[src/hdl/pnd_pkg.sv]
// Shared types and constants for the palette nearest-color dither block.
// Used by pnd_dist, palette_nearest_color_dither_core and the bench; no dependencies.
`default_nettype none

package pnd_pkg;

  // Operation codes carried by each input item.
  localparam logic [1:0] OP_WRITE  = 2'd0;
  localparam logic [1:0] OP_READ   = 2'd1;
  localparam logic [1:0] OP_SEARCH = 2'd2;
  localparam logic [1:0] OP_DITHER = 2'd3;

  // Bayer 4x4 matrix, indexed by {row, col}.
  localparam logic [3:0] BAYER [16] = '{
    4'd0,  4'd12, 4'd3,  4'd15,
    4'd8,  4'd4,  4'd11, 4'd7,
    4'd2,  4'd14, 4'd1,  4'd13,
    4'd10, 4'd6,  4'd9,  4'd5
  };

  // One palette entry handed from the cell chain to the distance unit.
  typedef struct packed {
    logic        valid;
    logic        first;
    logic        last;
    logic [7:0]  idx;
    logic [23:0] entry;
  } pnd_feed_t;

  // Dither offset for Bayer value k; evaluated at elaboration only.
  // Rounds half away from zero by finding the largest quotient that fits.
  function automatic int dither_offset(int k, int color_bits);
    int n;
    int mag;
    int m;
    int lhs;
    int q;
    n   = k - 8;
    mag = (n < 0) ? -n : n;
    m   = (1 << color_bits) - 1;
    lhs = 2 * 17085 * mag + 160 * m;
    q   = 0;
    for (int t = 0; t < 1024; t++) begin
      if (t * 320 * m <= lhs) q = t;
    end
    return (n < 0) ? -q : q;
  endfunction

endpackage

`default_nettype wire

[src/hdl/pnd_dist.sv]
// Distance unit: squared RGB distance per entry and running minimum.
// Depends on pnd_pkg; fed one entry per cycle from the head of the chain.
`default_nettype none

module pnd_dist
  import pnd_pkg::*;
(
  input  wire logic        clk,
  input  wire logic        rst_n,
  input  wire pnd_feed_t   feed_i,
  input  wire logic [23:0] color_i,
  output logic             done_o,
  output logic      [7:0]  best_o
);

  logic signed [8:0]  dr, dg, db;
  logic signed [17:0] pr, pg, pb;
  logic [15:0] sqr_r, sqg_r, sqb_r;
  logic        v1_r, first1_r, last1_r;
  logic [7:0]  idx1_r;
  logic [17:0] sum;
  logic [17:0] best_d_r;
  logic [7:0]  best_i_r;
  logic        done_r;

  // Channel differences and their squares.
  always_comb begin
    dr = $signed({1'b0, feed_i.entry[7:0]})   - $signed({1'b0, color_i[7:0]});
    dg = $signed({1'b0, feed_i.entry[15:8]})  - $signed({1'b0, color_i[15:8]});
    db = $signed({1'b0, feed_i.entry[23:16]}) - $signed({1'b0, color_i[23:16]});
    pr = dr * dr;
    pg = dg * dg;
    pb = db * db;
  end

  // Stage one registers the squares.
  always_ff @(posedge clk) begin
    if (!rst_n) begin
      v1_r <= 1'b0;
    end else begin
      v1_r <= feed_i.valid;
    end
    first1_r <= feed_i.first;
    last1_r  <= feed_i.last;
    idx1_r   <= feed_i.idx;
    sqr_r    <= pr[15:0];
    sqg_r    <= pg[15:0];
    sqb_r    <= pb[15:0];
  end

  assign sum = 18'(sqr_r) + 18'(sqg_r) + 18'(sqb_r);

  // Stage two keeps the smallest distance; a tie keeps the earlier index.
  always_ff @(posedge clk) begin
    if (!rst_n) begin
      done_r   <= 1'b0;
      best_d_r <= '0;
      best_i_r <= '0;
    end else begin
      done_r <= v1_r && last1_r;
      if (v1_r) begin
        if (first1_r || (sum < best_d_r)) begin
          best_d_r <= sum;
          best_i_r <= idx1_r;
        end
      end
    end
  end

  assign done_o = done_r;
  assign best_o = best_i_r;

endmodule

`default_nettype wire

[config.mk]
export PLATFORM = sky130hd
export DESIGN_NAME = pnd_dist
export DESIGN_NICKNAME = d
export VERILOG_FILES = /design/src/hdl/pnd_pkg.sv /design/src/hdl/pnd_dist.sv
export SDC_FILE = /design/constraint.sdc
export NUM_CORES = 1
export LEC_CHECK = 0
export BUFFER_PORTS_ARGS = -buffer_cell sky130_fd_sc_hd__buf_2
export CORE_UTILIZATION = 60
export CTS_CLUSTER_DIAMETER = 200
export CTS_CLUSTER_SIZE = 8
export DETAILED_ROUTE_END_ITERATION = 16
export PLACE_DENSITY = 0.8
export SKIP_LAST_GASP = 1
export SYNTH_ARGS = -nofsm -noshare
export SYNTH_HDL_FRONTEND = slang
export SYNTH_SLANG_ARGS = --single-unit
export TNS_END_PERCENT = 5
[constraint.sdc]
create_clock -name clk -period 23.1 [get_ports clk]
set_input_delay 4.62 -clock clk [delete_from_list [all_inputs] [get_ports clk]]
set_output_delay 4.62 -clock clk [all_outputs]
set_load 0.005 [all_outputs]
# Yosys cells after proc, flatten, opt, wreduce, memory -nomap -nowiden
# Index checks and enable logic that the tools add are counted.
# classes
addsub	5
magnitude_cmp	1
mul	3
reduce_logical	3
# op_table
cell	count
$mul A9 B9 Y16	3
$sub A8 B8 Y9	3
$add A17 B16 Y18	1
$lt A18 B18 Y1	1
$add A16 B16 Y17	1
$reduce_and A2 Y1	1
$logic_and A1 B1 Y1	1
$logic_or A1 B1 Y1	1
# word_totals
regBits	86

# Longest topological paths before layout
# depth
word_depth	5
depth_mapped	28

# Least setup slack after synthesis
# No wires, ideal clock.
# synth_timing
kind	input port to flip-flop
start	input port feed_i[16] (netlist bit)
end	register sqb_r[14]
required_time_ns	23.028
setup_slack_ns	12.581
stages	25
setup_time_ns	0.072
arrival_ns	10.446
path_cell_list	inv_1 ha_1 fa_1 nor2b_4 o31a_1 o31ai_4 a21oi_2 clkbuf_1 nor2_1 fa_1 inv_1 fa_1 inv_1 fa_1 fa_1 inv_1 fa_1 inv_1 ha_1 inv_1 o21ai_0 a2111o_1 a31o_2 a21oi_1 xnor2_1
# synth_between
elab_chain_len	2
# synth_lines
item	line	text
from (decl)	pnd_dist.sv:10	input wire pnd_feed_t feed_i,
$sub A8 B8 Y9	pnd_dist.sv:30	db = $signed({1'b0, feed_i.entry[23:16]}) - $signed({1'b0, color_i[23:16]});
$mul A9 B9 Y16	pnd_dist.sv:33	pb = db * db;
net pb[14]	pnd_dist.sv:17	logic signed [17:0] pr, pg, pb;
to (signal assigned)	pnd_dist.sv:48	sqb_r <= pb[15:0];
to (decl)	pnd_dist.sv:18	logic [15:0] sqr_r, sqg_r, sqb_r;
# The timed path passes the listed nets, and every way through them passes these cells.
# A chain may end at the register's enable or synchronous reset.

# Worst setup path after layout
# layout_timing
start	input port feed_i[0] (netlist bit)
end	register sqr_r[15]
# layout_between
elab_chain_len	2
# layout_lines
item	line	text
$sub A8 B8 Y9	pnd_dist.sv:28	dr = $signed({1'b0, feed_i.entry[7:0]}) - $signed({1'b0, color_i[7:0]});
$mul A9 B9 Y16	pnd_dist.sv:31	pr = dr * dr;
net pr[15]	pnd_dist.sv:17	
to (signal assigned)	pnd_dist.sv:46	sqr_r <= pr[15:0];
to (decl)	pnd_dist.sv:18	
# The timed path passes the listed nets, and every way through them passes these cells.

==> qor.yml <==
worst-r2r-setup-slack_ps: 18130
port_buffers: 69
dp_hpwl_um: 17600
cp_data_arrival_time_ps: 10900
worstPathRequired_ps: 23310
yosysMostFrequentCell: "inv_1"
cts_buffers: 9
wirelength_um: 20400
synth_cells: 1233
post_cts_buffers: 0
fin_cells: 1542
start_util_pct: 61.3
worst_slew_pin_slew_ps: 1150
io_pins: 70
hp-class: "flop to flop"
core_um2: 18800
yosys_warnings: 0
finalSetupTns_ps: 0
fin_crit_ps: 10690
finalMaxSlewViolations: 0
num_antenna_cells: 0
wl_per_cell_um: 13.3
drtIter0Drc: 257
area_delta_synth_final_pct: 7.84
num_rows: 50
ys_types: 69
syn_avg_cell_area_um2: 9.34
cp_max_fo: 9
final-seq-area_um2: 1660
timing.max_cap.violations: 0
start_kind: "input port"
cts_max_path_buffers: 2
fmax_mhz: 93.6
synth_common_cells: "inv_1 (275), fa_1 (169), ha_1 (161)"
criticalPathCategory: "input port to flop"
dieWidth_um: 141
grt-ovfl-total: 0
maxSlewHeadroom_pct: 23.3
grt_usage_pct: 22.9
syn-cell-area_um2: 11500
cts_htree_levels: 3
placedCellCount: 1526
numClockSinks: 83
cts-root-buf: "clkbuf_16"
vias: 8078
drive_gt1_share_pct: 9.02
drcViolationCount: 0
grt_pass1_wl_um: 37000
synth_top_area_cell: "fa_1"
grt_max_degree: 32
antenna_found_initial: 0
dieArea_um2: 19700
hold_violations: 0
synth_seq_cells: 83
cts_hold_buffers: 0
finalSetupViolCount: 0
grt_pass1_vias: 8500
insertion_delay_ps: 340
async_flop_share_pct: 0
synth_top_area_share_pct: 29.4
drtAntennaViolNets: 0
cts.repair.resized: 0
synth_edf_count: 0
clkTransAtPathRegs_ps: 60
grt_setup_unrepaired: "false"
via_per_inst: 5.24
cts_tree: "done"
multiInputGateArea_um2: 8750
num-fill-cells: 1504
ys_seq_area_share_pct: 14.4
synthFlopType: "dfxtp_1"
first_pass_iters: 4
nets: 1694
crit_path_end_kind: "flop"
gp_congestion: 0.851
fin_skew_ps: 5.86
status: "complete, no violations"
timing.final.crit_share_pct: 46.3
die_y_um: 141
synthTopCellsByArea: "fa_1 (29%), ha_1 (18%), dfxtp_1 (14%)"
==> cell type report <==
type                       count  share of cell area (%)
clock buffer                  12                    2.15
sequential                    83                    13.4
inverter                     277                    8.38
multi-input combinational    863                    70.5
clock inverter                 4                   0.444
tap                          234                    2.36
timing repair buffer          69                    2.78
==> metrics by stage <==
stage | hold WS, ps | setup WS [ps] | util, % | instance area [um2]
final | 468 | 12410 | 66.1 | 12400
after global routing | 498 | 11970 | 66.1 | 12400
after CTS | 472 | 12420 | 66.1 | 12400
after detailed placement | 446 | 12080 | 64.4 | 12100
after global placement | 436 | 12250 | 64.4 | 12100
after floorplan | 429 | 12580 | - | 11500
==> kinds of logic (layout without fill, tap and decap cells) <==
family,count (synthesis),after routing,synth area share [%]
AOI/OAI and AO/OA,152,152,9.17
xor gates and xnor gates,89,89,7.13
adders and majority gates,330,330,46.9
buffers and inverters,288,362,9.63
DFF,83,83,14.4
muxes,24,24,2.18
other,2,3,0.0652
and+or+nand+nor,265,265,10.5
==> final timing paths <==
check                  from  cells past startpoint     endpoint
hold reg to reg     last1_r                      1       done_o
setup / recovery  feed_i[0]                     26    sqr_r[15]
hold / removal      last1_r                      1       done_o
setup reg to reg   sqr_r[4]                     15  best_d_r[5]
==> worst max-delay path, stage by stage <==
cell,delay (ps)
buf_2,90
inv_1,70
ha_1,140
inv_1,50
fa_1,400
a21oi_1,220
o21ai_0,120
a21o_1,230
a21o_1,250
a21oi_2,330
nand2_1,170
fa_1,560
inv_1,50
fa_1,490
inv_1,50
fa_1,550
fa_1,430
fa_1,510
inv_1,40
ha_1,320
a21oi_1,210
o21ai_0,140
or4_1,400
o21ai_0,140
o21ai_0,170
xnor2_1,140
==> routing by layer <==
layer  vias to the layer above  GRT usage, %  wire (um)
met5                         -             0          0
li1                       4011             -          -
met4                         0          5.78        325
met3                        33          2.74        519
met2                       116          41.1      10200
met1                      3918          29.3       9350
==> layout by cell type, fill, tap and decap left out, types with 10 or more instances in the layout <==
cell	instances
a21o_1	15
a21oi_1	37
and2_1	15
buf_2	69
dfxtp_1	83
fa_1	169
ha_1	161
inv_1	275
mux2i_1	21
nand2_1	77
nand2b_1	14
nor2_1	108
nor2b_1	10
nor3_1	11
o21a_1	14
o21ai_0	30
xnor2_1	70
xor2_1	15
==> flip-flops by register name, summed over array words and instances, names as in the netlist <==
name and flops:
sqb_r 15, v1_r 1, first1_r 1, best_d_r 18, done_o 1, idx1_r 8
best_o 8, sqr_r 15, last1_r 1, sqg_r 15
Power is left out: the tool's default activity adds up to more than one toggle a clock period on the data nets, which glitch-free logic cannot reach.
