<file path="src/hdl/pnd_cell.sv">
// One storage cell of the rotating palette chain: holds a 24-bit entry.
// Depends on nothing; instantiated by palette_nearest_color_dither_core.
`default_nettype none

module pnd_cell (
  input  wire logic        clk,
  input  wire logic        rst_n,
  input  wire logic [23:0] d_i,
  output logic      [23:0] q_o
);

  logic [23:0] ent_r;

  // The entry moves one place toward the head every cycle.
  always_ff @(posedge clk) begin
    if (!rst_n) begin
      ent_r <= '0;
    end else begin
      ent_r <= d_i;
    end
  end

  assign q_o = ent_r;

endmodule

`default_nettype wire

</file>
<file path="config.mk">
export PLATFORM = sky130hd
export DESIGN_NAME = pnd_cell
export DESIGN_NICKNAME = d
export VERILOG_FILES = /design/src/hdl/pnd_cell.sv
export SDC_FILE = /design/constraint.sdc
export NUM_CORES = 1
export LEC_CHECK = 0
export ABC_CLOCK_PERIOD_IN_PS = 800
export BUFFER_PORTS_ARGS = -buffer_cell sky130_fd_sc_hd__clkbuf_2
export CAP_MARGIN = 10
export CORE_MARGIN = 2
export CORE_UTILIZATION = 37
export DETAILED_ROUTE_END_ITERATION = 6
export GPL_ROUTABILITY_DRIVEN = 0
export PLACE_DENSITY_LB_ADDON = 0.12
export SLEW_MARGIN = 20
export SYNTH_ARGS = -nofsm -noshare
export SYNTH_HDL_FRONTEND = slang
export SYNTH_SLANG_ARGS = --single-unit
export TNS_END_PERCENT = 50
</file>
<file path="constraint.sdc">
create_clock -name clk -period 0.8 [get_ports clk]
set_clock_uncertainty 0.1 [all_clocks]
set_input_delay 0.16 -clock clk [delete_from_list [all_inputs] [get_ports clk]]
set_output_delay 0.16 -clock clk [all_outputs]
set_load 0.05 [all_outputs]
</file>
# Yosys cells after proc, flatten, opt, wreduce, memory -nomap -nowiden
# Cells that the tools add are included.
# word_totals
ff_bits	24
input_bits	26
out_inout_bits	24
wordCells	1

# Depth between registers and ports, before layout
# Gate-level depths: netlist of run 1.
# depth
word_depth	0
ltp_mapped	2
mapped_depth_nobuf	1

# Worst setup path before layout of run 1
# No wires, ideal clock.
# synth_path
kind	register -> output
startpoint	register ent_r[0], in the netlist q_o[0]
endpoint	output port q_o[0]
arrival_time_ps	587
required_time_ps	540
setup_slack_ps	-47
path_stages_with_launch	1
n_path_buf	0
path_cell_list	dfxtp_1
# synth_rtl
element	line	rtl
start, declared	12	logic [23:0] ent_r;
start signal, assigned	19	ent_r <= d_i;
end, declared	9	output logic [23:0] q_o
# No word-level cell between the ends.

# Worst setup path after layout of run 1
# layout_path
startpoint	register ent_r[21], in the netlist q_o[21]
endpoint	output port q_o[21]
# No word-level cell between the ends.

==> results_dict.tcl, run 1 <==
set metrics [dict create \
    swShare 0.2709 \
    dp_cells 122 \
    crit_family "flip-flops" \
    initial_core_util 0.3913 \
    finalCritPeriodShare 1.347 \
    worst_slew_pin_slew_ns 0.3042 \
    hold_viol 24 \
    grt_pass1_vias 456 \
    drt_iter0_drc 1 \
    cp-endpoint "q_o[21]" \
    wl_um 1491 \
    hold_start "d_i[22]" \
    vdd_ir_drop_max_v 0.001425 \
    finalNonFillerCells 126 \
    regArea_um2 510.5 \
    yosysSeqAreaShare 0.7111 \
    setup_violations 24 \
    rsz0062_at_grt "yes" \
    slowest_delay_ns 0.36 \
    vias 511 \
    power_uw 2489 \
    cap_violations 0 \
    power_density_nw_per_um2 1958 \
    drc_errors 0 \
    power.share.clock 0.248 \
    avgSynthCellArea_um2 13.51 \
    area_growth_pct 88.15 \
    largest_register_ff_count 24 \
    gr-total-overflow 0 \
    dp.final_hpwl_um 859.8 \
    io_buffers 49 \
    antenna_found_initial 0 \
    n_antenna_cell 0 \
    fillerInstances 124 \
    numCtsBuffers 3 \
    clk_root_buffer_cell "clkbuf_4" \
    pin_count 50 \
    core_area_um2 1727 \
    multiInputGateArea_um2 172.7 \
    grt_usage 0.1296 \
    intPower_uw 1815 \
    ys_ff_latch 24 \
    cts_buffer_depth 2 \
    critical_path_depth 1 \
    path_clk_slew_ns 0.13 \
    die_x_um 46.73 \
    finalNetCount 128 \
    crit_path_end_kind "output port" \
    final_cell_mix "25 x clkbuf_2, 24 x dfxtp_2, 20 x buf_8, 18 x and2_2, 6 x and2_1" \
    wl_per_cell_um 11.83 \
    crit_type "flip-flop to output port" \
    crit_chain "clkbuf_16" \
    holdWs_ns -0.03833 \
    fmax_mhz 927.9 \
    synthDistinctLibCells 4 \
    cts_tree "built" \
    synth_area_um2 675.6 \
    holdCritPathClass "input pin to flip-flop" \
    final_common_cell "clkbuf_2" \
    final_core_util 0.7362 \
    slew_viol_final 0 \
    grt_start_max_net_pins 25 \
    drive_above_1_share 0.9406 \
    die_y_um 46.73 \
    dieArea_um2 2184 \
    setup_ws_ns -0.2777 \
    drtAntennaViolNets 0 \
    cellLeakagePower_uw 0.0005969 \
    status "finished with violations" \
    cp.arrival_ns 0.82 \
    synth_cells 50 \
    crit_required_ns 0.54 \
    drt_first_pass_iters 2 \
    rows 15 \
    crit_buf_inv 1 \
    combPwrFrac 0.224 \
    slew-limit-headroom 0.7972 \
    crit_slowest_cell "dfxtp_2" \
    cp_max_fo 1 \
    switchingPower_uw 674.2 \
    worst_setup_path_start_kind "flip-flop" \
    grt_pass1_wl_um 1897 \
    violations "negative hold slack, negative setup slack" \
    clkSinkCount 24 \
    startpoint "q_o[21]" \
    syn_nets 76 \
    ys_warn_count 0 \
    power_frac_seq 0.528 \
    min_period_ns 1.078 \
    avgViaCountPerCell 4.056 \
    htreeDepth 1 \
]
[metrics by stage]
step / area, um^2 / setup WS [ns] / TNS [ns] / hold WS [ns]
5_1_grt: 1271 / -0.3233 / -7.157 / -0.05856
4_1_cts: 1239 / -0.3055 / -6.689 / -0.05085
6_report: 1271 / -0.2777 / -6.210 / -0.03833
2_1_floorplan: 690.7 / -0.04733 / -0.5680 / 0.1872
3_5_place_dp: 959.7 / -0.06262 / -1.158 / 0.2701
3_3_place_gp: 959.7 / -0.05732 / -1.068 / 0.2722
[final cells by class]
type	instances	share of cell area
clock buffer	4	0.02854
multi-input combinational	24	0.1358
sequential	24	0.4016
tap	25	0.02461
timing repair buffer	49	0.4094
[worst min path at each step]
stage	cells past startpoint	slack [ns]	end
after floorplan	1	0.19	q_o[10]
after global placement	2	0.27	q_o[19]
after detailed placement	2	0.27	q_o[19]
after CTS	2	-0.05	q_o[19]
after global routing	2	-0.06	q_o[22]
final	2	-0.04	q_o[22]
[power by group through the flow]
stage / clock [uW] / sequential [uW] / combinational (uW)
floorplan: 0 / 1540 / 63.3
global placement: 0 / 1310 / 414
detailed placement: 0 / 1310 / 417
CTS: 623 / 1300 / 527
global route: 694 / 1320 / 580
finish: 618 / 1310 / 557
[cell usage after synthesis]
cell type	instances	area (um^2)
and2_1	6	37.54
and2_2	18	135.1
buf_6	2	22.52
dfxtp_1	24	480.5
[routing by layer]
layer  vias to the layer above  global-route usage  share of wire
met2                        27              0.2306           0.58
li1                        250                   -              -
met3                         0             0.06154           0.11
met4                         0             0.05556              0
met1                       234              0.1292           0.31
met5                         -                   0              0
[cell families after synthesis]
| family | synth area share |
|---|---|
| AND/OR/NAND/NOR | 0.2556 |
| flip-flops | 0.7111 |
| buffers and inverters | 0.03333 |
[timing repair]
action	4_1_cts	5_1_grt
endpoints found under the hold margin	24	24
buffers inserted	0	0
endpoints found under the setup margin	24	24
resized for setup	55	26
Note: power is estimated with default switching activity, not from simulation.
==> inputs of run 2 (changes only) <==
--- a/config.mk
+++ b/config.mk
@@ -12,7 +12,8 @@
 export CORE_UTILIZATION = 37
 export DETAILED_ROUTE_END_ITERATION = 6
 export GPL_ROUTABILITY_DRIVEN = 0
-export PLACE_DENSITY_LB_ADDON = 0.12
+export PLACE_DENSITY = 0.84
+export RECOVER_POWER = 25
 export SLEW_MARGIN = 20
 export SYNTH_ARGS = -nofsm -noshare
 export SYNTH_HDL_FRONTEND = slang
==> run 2 against run 1 <==
  * The run still ends with negative hold slack, negative setup slack left
  * Critical path depth is the same
  * Critical endpoint is now q_o[4]
  * Highest routed layer unchanged
  * Sequential power is essentially flat
  * Sequential share of layout area is 0.12 points higher
==> results_dict.tcl, run 2 (synthesized netlist as in run 1, its figures left out) <==
set metrics [dict create \
    finalCritPeriodShare 1.347 \
    path_clk_slew_ns 0.12 \
    status "finished with violations" \
    critical_path_depth 1 \
    slowest_delay_ns 0.36 \
    slew_viol_final 0 \
    holdCritPathClass "input pin to flip-flop" \
    setup_violations 24 \
    wl_met3_um 36 \
    die_y_um 46.73 \
    startpoint "q_o[4]" \
    avgViaCountPerCell 3.920 \
    power_frac_seq 0.559 \
    cp_max_fo 1 \
    cts_buffer_depth 2 \
    area_growth_pct 87.59 \
    switchingPower_uw 635.0 \
    crit_type "flip-flop to output port" \
    pin_count 50 \
    core_area_um2 1727 \
    rsz0062_at_grt "yes" \
    hold_viol 24 \
    dieArea_um2 2184 \
    grt_pass1_wl_um 2063 \
    final_cell_mix "25 x clkbuf_2, 24 x dfxtp_2, 19 x buf_8, 18 x and2_2" \
    power_density_nw_per_um2 1854 \
    crit_chain "clkbuf_16" \
    grt_usage 0.1363 \
    largest_register_ff_count 24 \
    violations "negative hold slack, negative setup slack" \
    intPower_uw 1715 \
    wl_um 1262 \
    top_layer_used "met3" \
    cellLeakagePower_uw 0.0005923 \
    rows 15 \
    holdWs_ns -0.04360 \
    tns_ns -5.933 \
    cap_violations 0 \
    drtAntennaViolNets 0 \
    die_x_um 46.73 \
    final_core_util 0.7341 \
    initial_core_util 0.3913 \
    finalNetCount 128 \
    fillerInstances 117 \
    min_period_ns 1.078 \
    drt_first_pass_iters 3 \
    htreeDepth 1 \
    crit_path_end_kind "output port" \
    swShare 0.2702 \
    antenna_found_initial 0 \
    clkSinkCount 24 \
    crit_required_ns 0.54 \
    grt_pass1_vias 510 \
    worst_slew_pin_slew_ns 0.2959 \
    power.share.clock 0.206 \
    vdd_ir_drop_max_v 0.001371 \
    drt_iter0_drc 1 \
    drive_above_1_share 0.9400 \
    worst_setup_path_start_kind "flip-flop" \
    combPwrFrac 0.235 \
    wl_per_cell_um 10.10 \
    crit_buf_inv 1 \
    n_antenna_cell 0 \
    cp.arrival_ns 0.82 \
    crit_slowest_cell "dfxtp_2" \
    cp-endpoint "q_o[4]" \
    drc_errors 0 \
    crit_family "flip-flops" \
    fmax_mhz 927.7 \
    wl_met2_um 797 \
    io_buffers 49 \
    wl_met1_um 428 \
    gr-total-overflow 0 \
    clk_root_buffer_cell "clkbuf_4" \
    grt_start_max_net_pins 25 \
    vias 490 \
    slew-limit-headroom 0.8027 \
    numCtsBuffers 3 \
    final_common_cell "clkbuf_2" \
    hold-path-cell-count 2 \
    setup_ws_ns -0.2779 \
    cts_tree "built" \
]
-- run 2: cell types whose count changed in the layout (fill, tap and decap cells not counted), sizes merged --
| cell | change |
|---|---|
| buf | -1 |
-- run 2: power groups by stage --
stage | Sequential [uW] | Combinational [uW] | Clock (uW)
4_1_cts | 1300 | 531 | 496
2_1_floorplan | 1540 | 63.3 | 0
3_3_place_gp | 1310 | 411 | 0
3_5_place_dp | 1310 | 416 | 0
5_1_grt | 1320 | 581 | 554
6_report | 1310 | 552 | 484
-- run 2: layer usage --
metal,up-vias,global-route usage
li1,249,-
met1,224,0.1373
met2,17,0.2583
met3,0,0.03462
met4,0,0.06667
met5,-,0
-- run 2: stage by stage --
step	instances	setup WS (ns)	power [uW]	area [um^2]	hold WS (ns)
after floorplan	50	-0.04733	1602	690.7	0.1872
after global placement	122	-0.04390	1718	959.7	0.2686
after detailed placement	122	-0.07109	1725	959.7	0.2729
after CTS	125	-0.2779	2327	1241	-0.04457
after global routing	125	-0.3154	2455	1267	-0.04831
final	125	-0.2779	2350	1267	-0.04360
-- run 2: final cells by class --
type,instances,area (um^2),share of cell area
tap,25,31.28,0.02468
clock buffer,3,22.52,0.01777
sequential,24,510.5,0.4028
multi-input combinational,24,172.7,0.1362
timing repair buffer,49,530.5,0.4186
-- run 2: worst min-delay path by stage --
stage	start	end
finish	d_i[10]	q_o[10]
global route	d_i[3]	q_o[3]
CTS	d_i[2]	q_o[2]
detailed placement	d_i[2]	q_o[2]
global placement	d_i[2]	q_o[2]
floorplan	d_i[10]	q_o[10]
-- run 2: repair_timing --
action                                  4_1_cts  5_1_grt
setup buffers                                 0        0
endpoints found under the hold margin        24       24
endpoints found under the setup margin       24       24
resized for setup                            60       21
gates cloned                                  0        0
==> inputs of run 3 (changes only) <==
--- a/config.mk
+++ b/config.mk
@@ -8,11 +8,14 @@
 export ABC_CLOCK_PERIOD_IN_PS = 800
 export BUFFER_PORTS_ARGS = -buffer_cell sky130_fd_sc_hd__clkbuf_2
 export CAP_MARGIN = 10
+export CELL_PAD_IN_SITES_DETAIL_PLACEMENT = 1
+export CELL_PAD_IN_SITES_GLOBAL_PLACEMENT = 2
+export CORE_ASPECT_RATIO = 1.5
 export CORE_MARGIN = 2
-export CORE_UTILIZATION = 37
+export CORE_UTILIZATION = 21
 export DETAILED_ROUTE_END_ITERATION = 6
 export GPL_ROUTABILITY_DRIVEN = 0
-export PLACE_DENSITY = 0.84
+export PLACE_DENSITY = 0.83
 export RECOVER_POWER = 25
 export SLEW_MARGIN = 20
 export SYNTH_ARGS = -nofsm -noshare
==> run 3 against run 2 <==
  * The run ends with negative setup slack left
  * Global-route usage down 3.9 points
  * Combinational power is 4.5% higher
  * First-iteration DRC count is 100% lower
  * Total power rose by 14%
  * Largest cell class unchanged
  * Cell count grew 13%
  * Count of clock-buffer cells in the layout is 1 higher
  * Critical path depth did not move
  * Wire length increased by 39%
  * Clock power rose by 64%
  * Die area rose by 69%
  * Core utilization decreased by 30 points
==> results_dict.tcl, run 3 (synthesized netlist as in run 1, its figures left out) <==
set metrics [dict create \
    slew-limit-headroom 0.7872 \
    finalNetCount 128 \
    gr-total-overflow 0 \
    core_area_um2 3128 \
    vias 520 \
    intPower_uw 1995 \
    cp_max_fo 1 \
    drtAntennaViolNets 0 \
    holdWs_ns 0.007478 \
    hold_viol 0 \
    fmax_mhz 966.1 \
    rows 25 \
    wl_per_cell_um 12.41 \
    path_clk_slew_ns 0.08 \
    die_y_um 73.47 \
    clk_root_buffer_cell "clkbuf_8" \
    swShare 0.2576 \
    final_common_cell "clkbuf_2" \
    avgViaCountPerCell 3.688 \
    crit_chain "clkbuf_16" \
    dp.final_hpwl_um 1246 \
    io_buffers 49 \
    final_cell_mix "25 x clkbuf_2, 24 x dfxtp_2, 18 x and2_2, 13 x buf_8, 7 x buf_12" \
    worst_slew_pin_slew_ns 0.3192 \
    slowest_delay_ns 0.35 \
    initial_core_util 0.2160 \
    drt_first_pass_iters 1 \
    numCtsBuffers 3 \
    dpl-instance-area_um2 1069 \
    grt_pass1_wl_um 2573 \
    crit_required_ns 0.54 \
    switchingPower_uw 692.3 \
    power.share.clock 0.295 \
    pin_count 50 \
    rsz0062_at_grt "yes" \
    finalCritPeriodShare 1.294 \
    htreeDepth 1 \
    holdCritPathClass "input pin to flip-flop" \
    wl_um 1750 \
    cellLeakagePower_uw 0.0006153 \
    die_x_um 50.32 \
    combPwrFrac 0.215 \
    crit_slowest_cell "dfxtp_2" \
    area_growth_pct 99.63 \
    n_antenna_cell 0 \
    clkSinkCount 24 \
    drc_errors 0 \
    cap_violations 0 \
    largest_register_ff_count 24 \
    fillerInstances 336 \
    cts_setup_buffers 0 \
    crit_path_end_kind "output port" \
    hold_start "d_i[20]" \
    power_frac_seq 0.491 \
    setup_ws_ns -0.2351 \
    crit_buf_inv 1 \
    grt_usage 0.09763 \
    violations "negative setup slack" \
    drt_iter0_drc 0 \
    cts_buffer_depth 2 \
    slew_viol_final 0 \
    setup_violations 24 \
    crit_type "flip-flop to output port" \
    drive_above_1_share 0.9406 \
    cp.arrival_ns 0.78 \
    power_density_nw_per_um2 1993 \
    antenna_found_initial 0 \
    dieArea_um2 3697 \
    crit_family "flip-flops" \
    grt_pass1_vias 545 \
    grt_start_max_net_pins 25 \
    worst_setup_path_start_kind "flip-flop" \
    design_area_um2 1349 \
    startpoint "q_o[14]" \
    cts_tree "built" \
    vdd_ir_drop_max_v 0.001138 \
    status "finished with violations" \
    min_period_ns 1.035 \
]
run 3: cell count changes in the layout (fill, tap and decap cells not counted):
| cell | before | now |
|---|---|---|
| buf_8 | 19 | 13 |
| and2_1 | 4 | 3 |
| buf_12 | 1 | 7 |
| and2_0 | 2 | 3 |
| clkbuf_8 | 0 | 4 |
| clkbuf_4 | 3 | 0 |
run 3: timing repair:
action	CTS	global route
endpoints found under the setup margin	24	24
endpoints found under the hold margin	0	0
pin swaps	0	0
gates resized for setup	50	13
hold buffers	0	0
run 3: per-layer routing:
| metal | GRT usage | vias to the layer above | share of wire |
|---|---|---|---|
| li1 | - | 250 | - |
| met1 | 0.07332 | 237 | 0.28 |
| met2 | 0.2105 | 29 | 0.63 |
| met3 | 0.01220 | 4 | 0.048 |
| met4 | 0.06907 | 0 | 0.035 |
| met5 | 0 | - | 0 |
run 3: final timing paths:
kind                  end  slack, ns  cells after the start
setup / recovery  q_o[14]      -0.24                      1
hold / removal    q_o[20]      0.007                      2
run 3: power groups by stage:
stage / clock network, uW / logic (uW) / registers (uW)
floorplan: 0 / 63.3 / 1540
global placement: 0 / 464 / 1320
detailed placement: 0 / 471 / 1320
CTS: 814 / 562 / 1310
global route: 878 / 602 / 1330
finish: 792 / 577 / 1320
run 3: stage by stage:
stage / util / TNS [ns] / cells / setup slack, ns / power, uW
after floorplan: - / -0.5680 / 50 / -0.04733 / 1602
after global placement: 0.3416 / -1.326 / 137 / -0.07688 / 1781
after detailed placement: 0.3416 / -1.639 / 137 / -0.08264 / 1791
after CTS: 0.4260 / -5.132 / 141 / -0.2265 / 2685
after global routing: 0.4312 / -5.448 / 141 / -0.2630 / 2804
final: 0.4312 / -4.779 / 141 / -0.2351 / 2688
run 3: area by class of cell:
class | instances | area (um^2) | share of cell area
tap | 40 | 50.05 | 0.03711
timing repair buffer | 49 | 560.5 | 0.4156
sequential | 24 | 510.5 | 0.3785
multi-input combinational | 24 | 172.7 | 0.1280
clock buffer | 4 | 55.05 | 0.04082
